### src/hw/rtl/ssp_pkg.sv
package ssp_pkg;

  // field widths
  localparam int unsigned POS_W    = 32;
  localparam int unsigned ERR_W    = 16;
  localparam int unsigned PER_W    = 16;
  localparam int unsigned CNT_W    = 16;
  localparam int unsigned STEP_W   = 24;
  localparam int unsigned SEG_W    = 24;
  localparam int unsigned MINC_W   = 15;
  localparam int unsigned DVD_W    = SEG_W + 2;
  localparam int unsigned CFG_IDX_W = 3;
  localparam int unsigned CFG_W    = 24;
  localparam int unsigned IN_DATA_W  = 48;
  localparam int unsigned OUT_DATA_W = 72;

  // period decision limits on the quotient
  localparam logic [STEP_W-1:0] SLOW_LIMIT = 24'h007fff;
  localparam logic [STEP_W-1:0] STOP_LIMIT = 24'h00ffff;
  localparam logic [PER_W-1:0]  PER_MAX    = 16'hffff;

  // configuration register indexes
  localparam logic [CFG_IDX_W-1:0] REG_ENABLE   = 3'd0;
  localparam logic [CFG_IDX_W-1:0] REG_REVERSE  = 3'd1;
  localparam logic [CFG_IDX_W-1:0] REG_SEG_CLK  = 3'd2;
  localparam logic [CFG_IDX_W-1:0] REG_MIN_CORR = 3'd3;
  localparam logic [CFG_IDX_W-1:0] REG_MIN_PER  = 3'd4;

  typedef enum logic [1:0] {
    OP_SET  = 2'd0,
    OP_PREP = 2'd1,
    OP_LOAD = 2'd2,
    OP_NOP  = 2'd3
  } op_e;

  typedef enum logic [1:0] {
    STAT_OK          = 2'd0,
    STAT_NOT_PREP    = 2'd1,
    STAT_ALREADY_PREP = 2'd2
  } status_e;

  // request to the serial divider
  typedef struct packed {
    logic              start;
    logic [DVD_W-1:0]  dividend;
    logic [STEP_W-1:0] divisor;
  } div_req_t;

endpackage

### src/hw/rtl/ssp_div.sv
module ssp_div import ssp_pkg::*; (
  input  logic             clk_i,
  input  logic             rst_ni,
  input  div_req_t         req_i,
  output logic             done_o,
  output logic [DVD_W-1:0] quot_o
);

  localparam int unsigned ITER_W = $clog2(DVD_W);
  localparam logic [ITER_W-1:0] LAST = ITER_W'(DVD_W - 1);

  logic              busy_q;
  logic [ITER_W-1:0] cnt_q;
  logic [STEP_W-1:0] rem_q, rem_d;
  logic [DVD_W-1:0]  dvd_q;
  logic [STEP_W-1:0] dsr_q;
  logic [STEP_W:0]   shifted;
  logic [STEP_W+1:0] diff;
  logic              take;

  // one restoring step: bring in the next dividend bit, try the subtract
  always_comb begin
    shifted = {rem_q, dvd_q[DVD_W-1]};
    diff    = {1'b0, shifted} - {2'b00, dsr_q};
    take    = ~diff[STEP_W+1];
    rem_d   = take ? diff[STEP_W-1:0] : shifted[STEP_W-1:0];
  end

  assign done_o = busy_q && (cnt_q == LAST);
  assign quot_o = dvd_q;

  // iteration control
  always_ff @(posedge clk_i or negedge rst_ni) begin
    if (!rst_ni) begin
      busy_q <= 1'b0;
      cnt_q  <= '0;
    end else if (req_i.start) begin
      busy_q <= 1'b1;
      cnt_q  <= '0;
    end else if (busy_q) begin
      cnt_q <= cnt_q + 1'b1;
      if (done_o) begin
        busy_q <= 1'b0;
      end
    end
  end

  // dividend shifts out the top, quotient bits shift in at the bottom
  always_ff @(posedge clk_i) begin
    if (req_i.start) begin
      rem_q <= '0;
      dvd_q <= req_i.dividend;
      dsr_q <= req_i.divisor;
    end else if (busy_q) begin
      rem_q <= rem_d;
      dvd_q <= {dvd_q[DVD_W-2:0], take};
    end
  end

endmodule

### src/hw/rtl/stepper_segment_planner_unit.sv
// Move planner for one stepper motor. Each input item carries an operation
// in tuser (set position, prepare, load, or no operation) and returns exactly
// one result item with a status in tuser. Items are handled one at a time;
// prepare runs S_CORR, S_ABS, S_DIV and S_PER, where S_DIV waits for the
// bit-serial restoring divider that turns segment_clocks into a step period
// (one quotient bit per cycle over the 26-bit dividend 4*segment_clocks).
// S_OUT waits while an unread earlier result holds the output register. A
// finished result waits in that register, so the next item can be taken
// before the previous result is read. Configuration writes are to be made
// only when no item is in flight; the block does not enforce this. Register
// indexes 0..4 are motor_enabled, reverse_polarity, segment_clocks,
// min_correction and min_period, other indexes are ignored.
module stepper_segment_planner_unit import ssp_pkg::*; (
  input  logic                  clk_i,
  input  logic                  rst_ni,
  // input item
  input  logic                  s_axis_tvalid,
  output logic                  s_axis_tready,
  // target_steps [31:0], counted_steps [47:32]
  input  logic [IN_DATA_W-1:0]  s_axis_tdata,
  // operation [1:0]
  input  logic [1:0]            s_axis_tuser,
  // result item
  output logic                  m_axis_tvalid,
  input  logic                  m_axis_tready,
  // step_period [15:0], clock_fast [16], direction [17], running [18],
  // encoder_count [50:19], following_error [66:51], zero [71:67]
  output logic [OUT_DATA_W-1:0] m_axis_tdata,
  // status [1:0]
  output logic [1:0]            m_axis_tuser,
  // configuration writes
  input  logic                  cfg_we_i,
  input  logic [CFG_IDX_W-1:0]  cfg_index_i,
  input  logic [CFG_W-1:0]      cfg_data_i
);

  localparam logic [3:0] S_IDLE  = 4'd0;
  localparam logic [3:0] S_EXEC  = 4'd1;
  localparam logic [3:0] S_CORR  = 4'd2;
  localparam logic [3:0] S_ABS   = 4'd3;
  localparam logic [3:0] S_DIV   = 4'd4;
  localparam logic [3:0] S_PER   = 4'd5;
  localparam logic [3:0] S_ERR   = 4'd6;
  localparam logic [3:0] S_START = 4'd7;
  localparam logic [3:0] S_OUT   = 4'd8;

  // saturate 33-bit two's complement to 24 bits
  function automatic logic [STEP_W-1:0] sat_33_24(input logic [POS_W:0] v);
    logic same;
    same = (&v[POS_W:STEP_W-1]) | ~(|v[POS_W:STEP_W-1]);
    if (same) return v[STEP_W-1:0];
    return v[POS_W] ? {1'b1, {(STEP_W-1){1'b0}}} : {1'b0, {(STEP_W-1){1'b1}}};
  endfunction

  // saturate 25-bit two's complement to 24 bits
  function automatic logic [STEP_W-1:0] sat_25_24(input logic [STEP_W:0] v);
    if (v[STEP_W] == v[STEP_W-1]) return v[STEP_W-1:0];
    return v[STEP_W] ? {1'b1, {(STEP_W-1){1'b0}}} : {1'b0, {(STEP_W-1){1'b1}}};
  endfunction

  // saturate 33-bit two's complement to 16 bits
  function automatic logic [ERR_W-1:0] sat_33_16(input logic [POS_W:0] v);
    logic same;
    same = (&v[POS_W:ERR_W-1]) | ~(|v[POS_W:ERR_W-1]);
    if (same) return v[ERR_W-1:0];
    return v[POS_W] ? {1'b1, {(ERR_W-1){1'b0}}} : {1'b0, {(ERR_W-1){1'b1}}};
  endfunction

  // configuration
  logic              enabled_q, reverse_q;
  logic [SEG_W-1:0]  seg_clk_q;
  logic [MINC_W-1:0] min_corr_q;
  logic [PER_W-1:0]  min_per_q;

  // control and planner state
  logic [3:0]        state_q;
  op_e               op_q;
  status_e           status_q;
  logic [POS_W-1:0]  target_q, planned_q, commanded_q, encoder_q;
  logic [CNT_W-1:0]  counted_q;
  logic [ERR_W-1:0]  error_q;
  logic              move_neg_q, run_neg_q, prepared_q, fast_q, running_q;
  logic [PER_W-1:0]  period_q;
  logic [STEP_W-1:0] steps_q, n_q;

  // output register
  logic                  out_valid_q;
  logic [OUT_DATA_W-1:0] out_data_q;
  logic [1:0]            out_user_q;

  // datapath values
  logic [POS_W:0]    delta_wide, err_wide;
  logic [ERR_W-1:0]  err_abs;
  logic              corr_on;
  logic [STEP_W:0]   addend, corr_sum;
  logic [STEP_W-1:0] n_d;
  logic [POS_W-1:0]  enc_d;
  logic              out_free;

  // period decision from the quotient q = floor(4S/n)
  logic [DVD_W-1:0]  quot, quot_inc;
  logic              div_done;
  logic [STEP_W-1:0] q_s;
  logic [STEP_W:0]   q_2, q_2_inc;
  logic              use_fast;
  logic [PER_W-1:0]  per_d;
  div_req_t          div_req;

  assign s_axis_tready = (state_q == S_IDLE);
  assign out_free      = ~out_valid_q | m_axis_tready;

  always_comb begin
    delta_wide = {target_q[POS_W-1], target_q} - {planned_q[POS_W-1], planned_q};
    err_abs    = error_q[ERR_W-1] ? (~error_q + 1'b1) : error_q;
    corr_on    = {1'b0, min_corr_q} <= err_abs;
    addend     = error_q[ERR_W-1] ? (~{10'd0, err_abs[ERR_W-1:1]} + 1'b1)
                                  : {10'd0, err_abs[ERR_W-1:1]};
    corr_sum   = {steps_q[STEP_W-1], steps_q} + addend;
    n_d        = steps_q[STEP_W-1] ? (~steps_q + 1'b1) : steps_q;
    enc_d      = run_neg_q ? (encoder_q - {16'd0, counted_q})
                           : (encoder_q + {16'd0, counted_q});
    err_wide   = {commanded_q[POS_W-1], commanded_q} - {encoder_q[POS_W-1], encoder_q};
  end

  // divider launch while the step count is formed
  always_comb begin
    div_req.start    = (state_q == S_ABS);
    div_req.dividend = {seg_clk_q, 2'b00};
    div_req.divisor  = n_d;
  end

  ssp_div u_div (
    .clk_i  (clk_i),
    .rst_ni (rst_ni),
    .req_i  (div_req),
    .done_o (div_done),
    .quot_o (quot)
  );

  // clock choice, rounding, clamp and stop
  always_comb begin
    q_s      = quot[DVD_W-1:2];
    q_2      = quot[DVD_W-1:1];
    q_2_inc  = q_2 + 1'b1;
    quot_inc = quot + 1'b1;
    use_fast = q_s < SLOW_LIMIT;
    per_d    = '0;
    if (n_q == '0) begin
      per_d = '0;
    end else if (use_fast) begin
      if (q_2 < {9'd0, min_per_q}) per_d = min_per_q;
      else                         per_d = quot_inc[PER_W:1];
      if (per_d == PER_MAX) per_d = '0;
    end else if (q_s < STOP_LIMIT) begin
      per_d = q_2_inc[PER_W:1];
    end
    if (!enabled_q) per_d = '0;
  end

  // configuration writes
  always_ff @(posedge clk_i or negedge rst_ni) begin
    if (!rst_ni) begin
      enabled_q  <= 1'b0;
      reverse_q  <= 1'b0;
      seg_clk_q  <= 24'd300000;
      min_corr_q <= 15'd2;
      min_per_q  <= 16'd1;
    end else if (cfg_we_i) begin
      case (cfg_index_i)
        REG_ENABLE:   enabled_q  <= cfg_data_i[0];
        REG_REVERSE:  reverse_q  <= cfg_data_i[0];
        REG_SEG_CLK:  seg_clk_q  <= cfg_data_i[SEG_W-1:0];
        REG_MIN_CORR: min_corr_q <= cfg_data_i[MINC_W-1:0];
        REG_MIN_PER:  min_per_q  <= cfg_data_i[PER_W-1:0];
        default: ;
      endcase
    end
  end

  // captured item
  always_ff @(posedge clk_i) begin
    if (s_axis_tvalid && s_axis_tready) begin
      op_q      <= op_e'(s_axis_tuser);
      target_q  <= s_axis_tdata[POS_W-1:0];
      counted_q <= s_axis_tdata[POS_W+CNT_W-1:POS_W];
    end
  end

  // working registers of a prepare
  always_ff @(posedge clk_i) begin
    case (state_q)
      S_EXEC:  steps_q <= sat_33_24(delta_wide);
      S_CORR:  if (corr_on) steps_q <= sat_25_24(corr_sum);
      S_ABS:   n_q <= n_d;
      default: ;
    endcase
  end

  // sequencer and planner state
  always_ff @(posedge clk_i or negedge rst_ni) begin
    if (!rst_ni) begin
      state_q     <= S_IDLE;
      status_q    <= STAT_OK;
      planned_q   <= '0;
      commanded_q <= '0;
      encoder_q   <= '0;
      error_q     <= '0;
      move_neg_q  <= 1'b0;
      run_neg_q   <= 1'b0;
      prepared_q  <= 1'b0;
      period_q    <= '0;
      fast_q      <= 1'b0;
      running_q   <= 1'b0;
    end else begin
      case (state_q)
        S_IDLE: begin
          if (s_axis_tvalid) state_q <= S_EXEC;
        end
        S_EXEC: begin
          case (op_q)
            OP_SET: begin
              status_q    <= STAT_OK;
              state_q     <= S_OUT;
              planned_q   <= target_q;
              commanded_q <= target_q;
              encoder_q   <= target_q;
              error_q     <= '0;
            end
            OP_PREP: begin
              if (prepared_q) begin
                status_q <= STAT_ALREADY_PREP;
                state_q  <= S_OUT;
              end else begin
                status_q  <= STAT_OK;
                planned_q <= target_q;
                state_q   <= S_CORR;
              end
            end
            OP_LOAD: begin
              if (!prepared_q) begin
                status_q <= STAT_NOT_PREP;
                state_q  <= S_OUT;
              end else begin
                status_q   <= STAT_OK;
                prepared_q <= 1'b0;
                if (running_q) begin
                  running_q <= 1'b0;
                  encoder_q <= enc_d;
                  state_q   <= S_ERR;
                end else begin
                  state_q <= S_START;
                end
              end
            end
            default: begin
              status_q <= STAT_OK;
              state_q  <= S_OUT;
            end
          endcase
        end
        S_CORR: state_q <= S_ABS;
        S_ABS: begin
          move_neg_q <= steps_q[STEP_W-1];
          state_q    <= S_DIV;
        end
        S_DIV: begin
          if (div_done) state_q <= S_PER;
        end
        S_PER: begin
          period_q   <= per_d;
          fast_q     <= (per_d != '0) && use_fast;
          prepared_q <= 1'b1;
          if (!enabled_q) begin
            commanded_q <= planned_q;
            encoder_q   <= planned_q;
            error_q     <= '0;
          end
          state_q <= S_OUT;
        end
        S_ERR: begin
          error_q <= sat_33_16(err_wide);
          state_q <= S_START;
        end
        S_START: begin
          if (period_q != '0) begin
            running_q   <= 1'b1;
            run_neg_q   <= move_neg_q;
            commanded_q <= planned_q;
          end
          state_q <= S_OUT;
        end
        S_OUT: begin
          if (out_free) state_q <= S_IDLE;
        end
        default: state_q <= S_IDLE;
      endcase
    end
  end

  // result handshake
  always_ff @(posedge clk_i or negedge rst_ni) begin
    if (!rst_ni) begin
      out_valid_q <= 1'b0;
    end else if (state_q == S_OUT && out_free) begin
      out_valid_q <= 1'b1;
    end else if (m_axis_tready) begin
      out_valid_q <= 1'b0;
    end
  end

  // result snapshot
  always_ff @(posedge clk_i) begin
    if (state_q == S_OUT && out_free) begin
      out_data_q <= {5'd0, error_q, encoder_q, running_q, move_neg_q ^ reverse_q,
                     fast_q, period_q};
      out_user_q <= status_q;
    end
  end

  assign m_axis_tvalid = out_valid_q;
  assign m_axis_tdata  = out_data_q;
  assign m_axis_tuser  = out_user_q;

endmodule

### config.mk
export PLATFORM = sky130hd
export DESIGN_NAME = stepper_segment_planner_unit
export DESIGN_NICKNAME = d
export VERILOG_FILES = /design/src/hw/rtl/ssp_pkg.sv /design/src/hw/rtl/ssp_div.sv /design/src/hw/rtl/stepper_segment_planner_unit.sv
export SDC_FILE = /design/constraint.sdc
export NUM_CORES = 1
export LEC_CHECK = 0
export ABC_CLOCK_PERIOD_IN_PS = 5100
export BUFFER_PORTS_ARGS = -buffer_cell sky130_fd_sc_hd__buf_2
export CAP_MARGIN = 10
export CORE_ASPECT_RATIO = 1.2
export CORE_MARGIN = 1
export CORE_UTILIZATION = 58
export CTS_BUF_LIST = sky130_fd_sc_hd__clkbuf_4
export CTS_CLUSTER_DIAMETER = 100
export CTS_CLUSTER_SIZE = 12
export DETAILED_ROUTE_END_ITERATION = 10
export PLACE_DENSITY = 0.77
export SYNTH_ARGS = -nofsm -noshare
export SYNTH_HDL_FRONTEND = slang
export SYNTH_SLANG_ARGS = --single-unit
### constraint.sdc
create_clock -name clk_i -period 5.1 [get_ports clk_i]
set_input_delay 0.255 -clock clk_i [delete_from_list [all_inputs] [get_ports clk_i]]
set_output_delay 0.255 -clock clk_i [all_outputs]
set_load 0.02 [all_outputs]
Word level (Yosys, flattened, before mapping)
Cells that the tools add are included.
- add/sub/neg operators: 12
- magnitude comparators: 4
- eq/ne operators: 30
- muxes and demuxes: 70
- bitwise logic cells: 11
- reduce and logical (&&, ||, !) cells: 37
- operators with widths (operator ; number):
    $mux W16 ; 14
    $mux W32 ; 7
    $mux W24 ; 8
    $pmux W32 S2 ; 3
    $pmux W32 S3 ; 1
    $sub A32 B32 Y33 ; 2
    $mux W26 ; 2
    $pmux W16 S3 ; 1
    $pmux W24 S2 ; 1
    $add A17 B1 Y17 const B ; 2
    $add A32 B16 Y32 ; 1
    $pmux W4 S8 ; 1
    $reduce_bool A16 Y1 ; 2
    $sub A32 B16 Y32 ; 1
    $sub A25 B24 Y26 ; 1
    $add A25 B1 Y25 const B ; 1
    $add A25 B25 Y25 ; 1
    $lt A25 B16 Y1 ; 1
    $mux W25 ; 1
    $not A15 Y25 ; 1
    $add A24 B1 Y24 const B ; 1
    $logic_not A24 Y1 ; 1
    $lt A24 B15 Y1 const B ; 1
    $lt A24 B16 Y1 const B ; 1
    47 further kinds ; 108
- register bits after elaboration: 420
- input bits: 82
- output and inout bits: 76
- logic and storage cells: 195

Logic depth before layout (Yosys ltp)
Gate-level depths: netlist of run 1.
- depth after elaboration: 14
- gate-level depth with buffers: 24
- gate-level depth less buffers: 22

Modules after synthesis
A second synthesis of run 1 with hierarchy kept.
- cell total of the unflattened synthesis: 2955
- area total of the unflattened synthesis: 28403.5 um2
- modules (own cells, without submodules) (module ; times used ; cells each ; area an instance (um2) ; seq. area each (um2)):
    stepper_segment_planner_unit ; 1 ; 2533 ; 23944.2 ; 9957.0
    ssp_div ; 1 ; 422 ; 4459.3 ; 2132.0

Worst setup path before layout of run 1
Ideal clock, no wire load.
- path kind: register to register
- start: register error_q[1]
- end: register steps_q[12] (data pin)
- arrival: 4972 ps
- path slack: -141 ps
- stages on the path, launching flop included: 24
- period minus slack after synthesis: 5241 ps
- path through: dfrtp_1 > inv_1 > ha_1 > or3b_2 > a211o_1 > inv_1 > nand3_1 > nand4b_1 > or2_2 > nor3_1 > o21ai_0 > ha_1 > clkbuf_1 > a21o_1 > a21oi_1 > nand2b_1 > a2111oi_0 > o31ai_1 > a21oi_1 > xor2_1 > nor2_2 > nor2b_2 > buf_6 > a221oi_2
- cells in the longest elaborated chain, start to end: 14
- elaborated cells between the ends (all ways): 16
- those cells by class: add/sub (3); eq/ne (1); mux (10); bitwise (2)
- ends and longest elaborated chain (element ; RTL line ; text):
    start, declared ; stepper_segment_planner_unit.sv:81 ; logic [ERR_W-1:0] error_q;
    start signal, assigned ; stepper_segment_planner_unit.sv:281 ; error_q <= sat_33_16(err_wide);
    $not A16 Y16 ; stepper_segment_planner_unit.sv:114 ; err_abs = error_q[ERR_W-1] ? (~error_q + 1'b1) : error_q;
    $add A16 B1 Y16 ; stepper_segment_planner_unit.sv:114 ;
    $mux W16 (*) ; stepper_segment_planner_unit.sv:114 ;
    $not A15 Y25 ; stepper_segment_planner_unit.sv:116 ; addend = error_q[ERR_W-1] ? (~{10'd0, err_abs[ERR_W-1:1]} + 1'b1)
    $add A25 B1 Y25 ; stepper_segment_planner_unit.sv:116 ;
    $mux W25 (*) ; stepper_segment_planner_unit.sv:116 ;
    $add A25 B25 Y25 (*) ; stepper_segment_planner_unit.sv:118 ; corr_sum = {steps_q[STEP_W-1], steps_q} + addend;
    $eq A1 B1 Y1 ; stepper_segment_planner_unit.sv:57 ; if (v[STEP_W] == v[STEP_W-1]) return v[STEP_W-1:0];
    $mux W1 ; stepper_segment_planner_unit.sv:57 ;
    $mux W1 ; stepper_segment_planner_unit.sv:193 ; S_CORR: if (corr_on) steps_q <= sat_25_24(corr_sum);
    $mux W1 ; stepper_segment_planner_unit.sv:191 ; case (state_q)
    $mux W24 (*) ; stepper_segment_planner_unit.sv:58 ; return v[STEP_W] ? {1'b1, {(STEP_W-1){1'b0}}} : {1'b0, {(STEP_W-1){1'b1}}};
    $mux W24 (*) ; stepper_segment_planner_unit.sv:193 ;
    $pmux W24 S2 (*) ; stepper_segment_planner_unit.sv:191 ;
    end signal, assigned ; stepper_segment_planner_unit.sv:192 ; S_EXEC: steps_q <= sat_33_24(delta_wide);
    end signal, assigned ; stepper_segment_planner_unit.sv:193 ;
    end, declared ; stepper_segment_planner_unit.sv:84 ; logic [STEP_W-1:0] steps_q, n_q;
Every way passes the cells marked *; elsewhere a longest branch is shown, timed or not. The select of a mux whose other input is x is not followed.
A chain may end at the register's enable or synchronous reset.

Worst setup path after layout of run 1
- start: register error_q[0]
- end: register steps_q[3] (data pin)
- cells in the longest elaborated chain, start to end: 14
- elaborated cells between the ends (all ways): 16
- those cells by class: add/sub (3); eq/ne (1); mux (10); bitwise (2)
- ends and longest elaborated chain (element ; RTL line):
    $not A16 Y16 (*) ; stepper_segment_planner_unit.sv:114
    $add A16 B1 Y16 (*) ; stepper_segment_planner_unit.sv:114
    $mux W16 (*) ; stepper_segment_planner_unit.sv:114
    $not A15 Y25 ; stepper_segment_planner_unit.sv:116
    $add A25 B1 Y25 ; stepper_segment_planner_unit.sv:116
    $mux W25 (*) ; stepper_segment_planner_unit.sv:116
    $add A25 B25 Y25 (*) ; stepper_segment_planner_unit.sv:118
    $eq A1 B1 Y1 ; stepper_segment_planner_unit.sv:57
    $mux W1 ; stepper_segment_planner_unit.sv:57
    $mux W1 ; stepper_segment_planner_unit.sv:193
    $mux W1 ; stepper_segment_planner_unit.sv:191
    $mux W24 (*) ; stepper_segment_planner_unit.sv:58
    $mux W24 (*) ; stepper_segment_planner_unit.sv:193
    $pmux W24 S2 (*) ; stepper_segment_planner_unit.sv:191
Marked as above.

==> impl_metrics.py, run 1 <==
metrics = {
    "critical_path": {
        "path_cells": "inv_1 > ha_2 > or3b_4 > a211o_4 > inv_2 > nand3_2 > nand4b_1 > or2_4 > o21ai_2 > xor2_1 > ha_1 > buf_6 > nand2_4 > or3_4 > and3b_1 > o21a_1 > o211ai_1 > a31oi_2 > xnor2_2 > nor2_2 > nor2b_4 > buf_6 > buf_12 > a221oi_4",
        "reg2reg_from": "error_q[0]$_DFFE_PN0P_",
        "path_class": "reg2reg",
        "crit_path_top_delay_cell": "dfrtp_1",
        "crit_fanout": 6,
        "crit_path_start": "error_q[0]$_DFFE_PN0P_",
        "path_common_cell": "buf_6",
        "path_buf_inv": 5,
        "required_ns": 5.79,
        "crit_cells": 24,
        "crit_path_end_kind": "flip-flop",
        "max_stage_delay_ns": 0.43,
        "startpoint_type": "flip-flop",
        "rr_worst_depth": 24,
        "worstPathArrival_ns": 5.74,
        "cpLargestDelayFamily": "simple AND/OR/NAND/NOR gates",
    },
    "timing": {
        "period_share": 0.9917,
        "finalCriticalPeriod_ns": 5.058,
        "hold_viol": 0,
        "slew_viol_final": 0,
        "fin_tns_setup_ns": 0,
        "fmax_mhz": 197.7,
        "tightest_slew_ns": 1.192,
        "skew_ns": 0.09775,
        "final-setup-viol-count": 0,
        "grt_setup_unrepaired": "true",
        "slew_headroom": 0.2056,
    },
    "floorplanning": {
        "coreArea_um2": 48230,
        "die-width_um": 204.0,
        "die-area_um2": 49840,
        "io_pins": 158,
        "die_y_um": 244.4,
        "initial_utilization": 0.5887,
        "rows": 88,
    },
    "yosys": {
        "async_flop_share": 0.4833,
        "ys_ff_latch": 420,
        "synth_area_per_cell_um2": 9.375,
        "synth_cell_types": 109,
        "synth_edf_count": 191,
        "syn-cell-area_um2": 28390,
        "ys.flop_type": "dfrtp_1",
        "yosysSeqAreaShare": 0.3998,
        "netlist_instances": 3028,
        "yosys_warnings": 0,
    },
    "drt": {
        "vias": 24430,
        "avgViaCountPerCell": 6.131,
        "ant_nets": 0,
        "drc_errors": 0,
        "drt_iter0_drc": 1737,
        "routed_wirelength_um": 83000,
        "detail_route.wl_per_cell_um": 20.83,
        "drt-pass1-iter-count": 8,
    },
    "global_routing": {
        "grt_max_degree": 104,
        "met3_usage": 0.04344,
        "grt_first_pass_wirelength_um": 129300,
        "antenna_found_initial": 1,
        "grtUsageTotal": 0.3305,
        "use_met2": 0.5996,
        "grt_overflow": 0,
        "first_global_vias": 24350,
        "top_usage_layer": "met2",
        "met1_usage": 0.3811,
    },
    "power": {
        "p_leak_nw": 14.29,
        "power.switching_mw": 10.09,
        "p_clk_frac": 0.088,
        "cellPowerDensity_nw_per_um2": 649.1,
        "power.internal_mw": 10.93,
        "ir_worst_vdd_uv": 416.6,
        "p_sw_frac": 0.4800,
        "pwr-share-seq": 0.299,
        "pwr-share-comb": 0.613,
    },
    "clock_network": {
        "cts_buffer_depth": 3,
        "clk_pin_slew_ns": 0.17,
        "h-tree-depth": 2,
        "cts_root_buf": "clkbuf_4",
        "tritoncts": "yes",
        "clkSinkCount": 420,
        "numCtsBuffers": 40,
        "clk_latency_ns": 0.89,
    },
    "final_layout": {
        "final_cell_mix": "288 x nand2_1, 249 x a21oi_1, 213 x nor2_1, 192 x dfrtp_1, 191 x edfxtp_1",
        "areaGrowthSynthToFinish_pct": 14.05,
        "nFillCells": 3841,
        "nNetsFinal": 3593,
        "drive_above_1_share": 0.1817,
        "final_common_cell": "nand2_1",
        "fin_util": 0.6713,
    },
    "run_status": {
        "outcome": "completed",
    },
    "job": {
        "maxCapViolCount": 0,
    },
    "placed_design": {
        "portBuffers": 152,
        "place_congestion": 0.9815,
        "dpl.hpwl_um": 62370,
    },
    "min_path": {
        "hold_path_class": "in2async",
    },
}
cell families after synthesis:
logic type	Yosys count	synth area share
DFF	420	0.3998
and+or+nand+nor	913	0.1554
xor gates and xnor gates	203	0.06289
muxes	132	0.04998
buffers and inverters	322	0.04685
other	1	0.0001321
adders and majority gates	191	0.08542
AOI/OAI and AO/OA	846	0.1996
cells in the mapped netlist, types with 12 or more instances:
| master | count | area share |
|---|---|---|
| o211ai_1 | 22 | 0.0058 |
| a31o_2 | 12 | 0.0037 |
| o31ai_1 | 21 | 0.0056 |
| a21o_1 | 87 | 0.023 |
| or4_1 | 12 | 0.0032 |
| nor4_1 | 23 | 0.0051 |
| dfxtp_1 | 26 | 0.018 |
| mux2_2 | 78 | 0.031 |
| nand3_1 | 95 | 0.017 |
| inv_1 | 169 | 0.022 |
| o21ai_0 | 175 | 0.031 |
| and3_1 | 32 | 0.0071 |
| a211oi_1 | 44 | 0.012 |
| ha_1 | 185 | 0.082 |
| a31oi_1 | 26 | 0.0057 |
| nor2b_1 | 36 | 0.0079 |
| o21a_1 | 25 | 0.0066 |
| a221oi_2 | 21 | 0.011 |
| clkbuf_1 | 111 | 0.015 |
| nand2_1 | 292 | 0.039 |
| nor2_1 | 216 | 0.029 |
| or2_2 | 17 | 0.0037 |
| nand4_1 | 40 | 0.0088 |
| and2_1 | 14 | 0.0031 |
| nor3_1 | 37 | 0.0065 |
| a221oi_1 | 19 | 0.0059 |
| edfxtp_1 | 191 | 0.20 |
| or3_1 | 21 | 0.0046 |
| xor2_1 | 70 | 0.022 |
| nand2b_1 | 30 | 0.0066 |
| a21oi_1 | 253 | 0.045 |
| xnor2_1 | 132 | 0.041 |
| mux2i_1 | 54 | 0.019 |
| dfrtp_1 | 193 | 0.17 |
worst register-to-register path: cells and delay by family (launching register included):
family                   cells  cell delay [ns]
AND/OR/NAND/NOR              9             1.85
adder cells (fa/ha/maj)      2             0.49
XOR/XNOR                     2             0.27
AO/OA/AOI/OAI                6             1.33
buffers and inverters        5             0.53
flip-flops                   1             0.43
worst paths after layout:
check / endpoint / slack [ns]
max in group asynchronous: encoder_q[18]$_DFFE_PN0P_ / 4.00
min in group clk_i: target_q[1]$_DFFE_PP_ / 0.09
worst max register to register: steps_q[3]$_DFFE_PP_ / 0.04
worst max-delay path: steps_q[3]$_DFFE_PP_ / 0.04
worst min-delay path: seg_clk_q[21]$_DFFE_PN0P_ / 0.03
worst min register to register: m_axis_tuser[0]$_DFFE_PP_ / 0.48
power by group through the flow:
stage	combinational (mW)	sequential (mW)	clock [mW]
6_report	12.9	6.28	1.84
5_1_grt	14.0	6.40	1.98
4_1_cts	12.6	6.24	1.87
3_5_place_dp	12.3	6.30	0
3_3_place_gp	12.0	6.27	0
2_1_floorplan	9.09	5.87	0
what timing repair did:
item                                   4_1_cts  5_1_grt
setup endpoints to repair                   23       24
gates resized for setup                     43       20
endpoints found under the hold margin      211        0
setup buffers                                9        1
hold buffers                                81        0
pin swaps                                   21       34
cloned                                       3        1
registers in the layout, summed over array words and instances, names as in the netlist, 24 cells and up:
signal / flops
commanded_q: 32
encoder_q: 32
m_axis_tdata: 67
planned_q: 32
seg_clk_q: 24
steps_q: 24
target_q: 32
u_div.dsr_q: 24
u_div.quot_o: 26
u_div.rem_q: 24
routing by layer:
metal / up-vias / share of wire
met5: - / 0
met4: 0 / 0.049
met3: 220 / 0.052
met2: 857 / 0.51
met1: 11740 / 0.39
li1: 11610 / -
stage by stage:
stage	power, mW	setup WS (ns)	hold WS, ns	area [um2]	instances
after floorplan	14.96	0.01247	-0.04059	28410	3032
after global placement	18.25	-0.3172	0.3977	30520	3816
after detailed placement	18.61	-0.2905	0.3954	30520	3816
after CTS	20.73	0.001792	0.02748	32240	3981
after global routing	22.41	-0.1556	0.07632	32370	3983
final	21.02	0.04249	0.03283	32380	3984
cell type report:
type | count | area (um2) | area share
Antenna cell | 2 | 5.005 | 0.0001546
Clock buffer | 71 | 533.0 | 0.01646
Clock inverter | 2 | 33.78 | 0.001043
Inverter | 170 | 638.1 | 0.01971
Multi-Input combinational cell | 2290 | 16060 | 0.4960
Sequential cell | 420 | 11350 | 0.3506
Tap cell | 630 | 788.3 | 0.02435
Timing Repair Buffer | 399 | 2969 | 0.09171
No activity file was read; power rests on OpenSTA's default activity.
==> inputs of run 2 (changes only) <==
--- a/config.mk
+++ b/config.mk
@@ -5,16 +5,17 @@
 export SDC_FILE = /design/constraint.sdc
 export NUM_CORES = 1
 export LEC_CHECK = 0
+export ABC_AREA = 1
 export ABC_CLOCK_PERIOD_IN_PS = 5100
-export BUFFER_PORTS_ARGS = -buffer_cell sky130_fd_sc_hd__buf_2
 export CAP_MARGIN = 10
 export CORE_ASPECT_RATIO = 1.2
 export CORE_MARGIN = 1
-export CORE_UTILIZATION = 58
+export CORE_UTILIZATION = 60
 export CTS_BUF_LIST = sky130_fd_sc_hd__clkbuf_4
 export CTS_CLUSTER_DIAMETER = 100
 export CTS_CLUSTER_SIZE = 12
 export DETAILED_ROUTE_END_ITERATION = 10
+export DONT_BUFFER_PORTS = 1
 export PLACE_DENSITY = 0.77
 export SYNTH_ARGS = -nofsm -noshare
 export SYNTH_HDL_FRONTEND = slang
==> run 2 against run 1 <==
- clock skew decreased by 0.0042 ns
- clock-buffer cell count did not move
- clock power decreased by 3%
- die area is 4.2% lower
- area after synthesis decreased by 0.95%
- sequential power up 5.6%
- power shrank 2.6%
- final cell count rose by 8.0%
- register-to-register slack improved by 0.22 ns
- sequential share of layout area increased by 2.5 points
- via count grew 3.3%
==> impl_metrics.py, run 2 <==
metrics = {
    "run_status": {
        "outcome": "completed",
    },
    "critical_path": {
        "cpLargestDelayFamily": "compound AO/OA/AOI/OAI gates",
        "crit_cells": 19,
        "endpoint": "encoder_q[28]$_DFFE_PN0P_",
        "path_buf_inv": 1,
        "max_stage_delay_ns": 0.54,
        "crit_path_end_kind": "flip-flop",
        "worstPathArrival_ns": 5.57,
        "reg2reg_from": "counted_q[0]$_DFFE_PP_",
        "startpoint_type": "flip-flop",
        "path_common_cell": "nor3_1",
        "r2r-end": "encoder_q[28]$_DFFE_PN0P_",
        "crit_path_start": "counted_q[0]$_DFFE_PP_",
        "rrSetupSlack_ns": 0.27,
        "rr_worst_depth": 19,
        "path_cells": "nor3_1 > nand3_1 > nor3_1 > nand2_1 > nor3_1 > nand2_1 > nor3_1 > ha_1 > o21ai_0 > ha_1 > a21oi_1 > inv_1 > a31oi_1 > o21ai_0 > a221oi_1 > nand2_1 > o21ai_0 > o211ai_1 > a22oi_1",
        "crit_path_top_delay_cell": "o21ai_0",
        "crit_fanout": 5,
        "required_ns": 5.84,
        "path_class": "reg2reg",
    },
    "drt": {
        "drt_iter0_drc": 1980,
        "detail_route.wl_per_cell_um": 20.25,
        "avgViaCountPerCell": 5.863,
        "drt-pass1-iter-count": 6,
        "vias": 25220,
        "drc_errors": 0,
        "routed_wirelength_um": 87130,
        "ant_nets": 0,
    },
    "floorplanning": {
        "die-width_um": 199.6,
        "io_pins": 158,
        "die-area_um2": 47740,
        "die_y_um": 239.1,
        "rows": 86,
        "initial_utilization": 0.6105,
        "coreArea_um2": 46050,
    },
    "final_layout": {
        "nFillCells": 3947,
        "drive_above_1_share": 0.04969,
        "final_common_cell": "nand2_1",
        "nNetsFinal": 3924,
        "areaGrowthSynthToFinish_pct": 7.583,
        "largest_reg_flops": 67,
        "final_cell_mix": "813 x nand2_1, 468 x inv_1, 317 x nor2_1, 308 x a21oi_1, 300 x o21ai_0",
    },
    "clock_network": {
        "clk_pin_slew_ns": 0.13,
        "cts_root_buf": "clkbuf_4",
        "postCtsSetupBuffers": 0,
        "tritoncts": "yes",
        "clk_latency_ns": 0.87,
        "h-tree-depth": 2,
        "clkSinkCount": 420,
        "cts_buffer_depth": 3,
        "numCtsBuffers": 40,
    },
    "power": {
        "cellPowerDensity_nw_per_um2": 676.4,
        "ir_worst_vdd_uv": 411.0,
        "power.switching_mw": 10.47,
        "pwr-share-comb": 0.589,
        "pwr-share-seq": 0.324,
        "p_clk_frac": 0.087,
        "power.internal_mw": 9.989,
        "p_sw_frac": 0.5118,
        "p_leak_nw": 14.22,
    },
    "yosys": {
        "synth_area_per_cell_um2": 7.848,
        "yosys-top-cells-count": "815 x nand2_1, 468 x inv_1, 320 x nor2_1",
        "netlist_top_cells_area": "edfxtp_1 20%, dfrtp_1 17%, nand2_1 11%",
        "ys.flop_type": "dfrtp_1",
        "yosysSeqAreaShare": 0.4036,
        "synth_edf_count": 191,
        "netlist_instances": 3583,
        "synth_cell_types": 60,
        "ys_ff_latch": 420,
        "syn-cell-area_um2": 28120,
        "yosys_warnings": 0,
        "synth_top_cell_by_area": "edfxtp_1",
        "synth.top_cell.area_share": 0.2040,
        "synth.most_common_cell": "nand2_1",
        "async_flop_share": 0.4833,
    },
    "placed_design": {
        "portBuffers": 0,
        "place_congestion": 1.007,
        "dpl.hpwl_um": 66220,
    },
    "timing": {
        "fin_tns_setup_ns": 0,
        "hold_viol": 0,
        "fmax_mhz": 206.9,
        "grt_setup_unrepaired": "false",
        "slew_headroom": 0.1912,
        "period_share": 0.9477,
        "final-setup-viol-count": 0,
        "skew_ns": 0.09353,
        "slew_viol_final": 0,
        "holdWs_ns": 0.04581,
        "finalCriticalPeriod_ns": 4.833,
        "tightest_slew_ns": 1.213,
    },
    "global_routing": {
        "grt_first_pass_wirelength_um": 133600,
        "antenna_found_initial": 3,
        "grt_max_degree": 204,
        "grtUsageTotal": 0.3676,
        "grt_overflow": 0,
        "first_global_vias": 24800,
    },
    "min_path": {
        "hold_path_class": "in2reg",
    },
    "job": {
        "maxCapViolCount": 0,
    },
}
-- run 2: changes by cell type after synthesis, sizes merged, moves of 53 or more --
cell / delta
nand2: +530
inv: +304
o21ai: +125
nor2: +105
a21o: -77
xnor2: -62
xor2: +59
mux2i: -54
a21oi: +53
-- run 2: repair_timing --
item / in CTS / in global routing
hold endpoints to repair: 315 / 0
endpoints found under the setup margin: 0 / 23
hold buffers: 98 / 0
resized for setup: 0 / 8
-- run 2: kinds of logic after synthesis --
logic type      share of synthesized area
compound gates                     0.1489
mux                               0.01562
simple gates                       0.2046
xor+xnor                          0.06256
flops                              0.4036
buf+inv                           0.07876
other cells                     0.0001334
fa+ha+maj                         0.08588
-- run 2: power by group through the flow --
stage          logic, mW  clock network [mW]  registers, mW
2_1_floorplan       8.95                   0           6.02
3_3_place_gp        11.3                   0           6.62
3_5_place_dp        11.6                   0           6.65
4_1_cts             11.8                1.81           6.58
5_1_grt             13.4                1.92           6.71
6_report            12.0                1.79           6.63
-- run 2: through the flow --
| stage | power [mW] | setup WS, ns | std cells | area [um2] | utilization |
|---|---|---|---|---|---|
| finish | 20.46 | 0.2667 | 4302 | 30250 | 0.6568 |
| global route | 22.07 | 0.01062 | 4302 | 30250 | 0.6568 |
| CTS | 20.17 | 0.01924 | 4298 | 30170 | 0.6550 |
| detailed placement | 18.27 | 0.07683 | 4127 | 28630 | 0.6216 |
| global placement | 17.94 | 0.2336 | 4127 | 28630 | 0.6216 |
| floorplan | 14.97 | 0.5341 | 3587 | 28130 | - |
-- run 2: worst register-to-register path: stages, from the launching register on --
cell,delay [ns]
edfxtp_1,0.47
nor3_1,0.27
nand3_1,0.15
nor3_1,0.24
nand2_1,0.14
nor3_1,0.28
nand2_1,0.15
nor3_1,0.25
ha_1,0.29
o21ai_0,0.17
ha_1,0.32
a21oi_1,0.17
inv_1,0.08
a31oi_1,0.25
o21ai_0,0.15
a221oi_1,0.26
nand2_1,0.14
o21ai_0,0.54
o211ai_1,0.19
a22oi_1,0.23
-- run 2: layer usage --
layer	up-vias	GRT usage	wire length, um
met5	-	0	0
met4	0	0.2676	6853
met3	289	0.05559	5244
met2	937	0.6276	41970
met1	11950	0.4157	33070
li1	12050	-	-
-- run 2: worst min path at each step --
| stage | start | endpoint | slack, ns | cells after the start |
|---|---|---|---|---|
| 2_1_floorplan | rst_ni | commanded_q[0]$_DFFE_PN0P_ | -0.04 | 0 |
| 3_3_place_gp | rst_ni | period_q[15]$_DFFE_PN0P_ | -0.03 | 0 |
| 3_5_place_dp | rst_ni | period_q[15]$_DFFE_PN0P_ | -0.03 | 0 |
| 4_1_cts | s_axis_tdata[41] | counted_q[9]$_DFFE_PP_ | 0.0008 | 1 |
| 5_1_grt | s_axis_tdata[22] | target_q[22]$_DFFE_PP_ | 0.02 | 1 |
| 6_report | s_axis_tdata[8] | target_q[8]$_DFFE_PP_ | 0.05 | 1 |
-- run 2: cell type report --
class                           count  area (um2)  share of cell area
Multi-Input combinational cell   2600       14650              0.4843
Clock inverter                      2       7.507           0.0002482
Sequential cell                   420       11350              0.3752
Antenna cell                        3       7.507           0.0002482
Clock buffer                       71       533.0             0.01762
Timing Repair Buffer              115        1150             0.03801
Tap cell                          616       770.7             0.02548
Inverter                          475        1783             0.05894
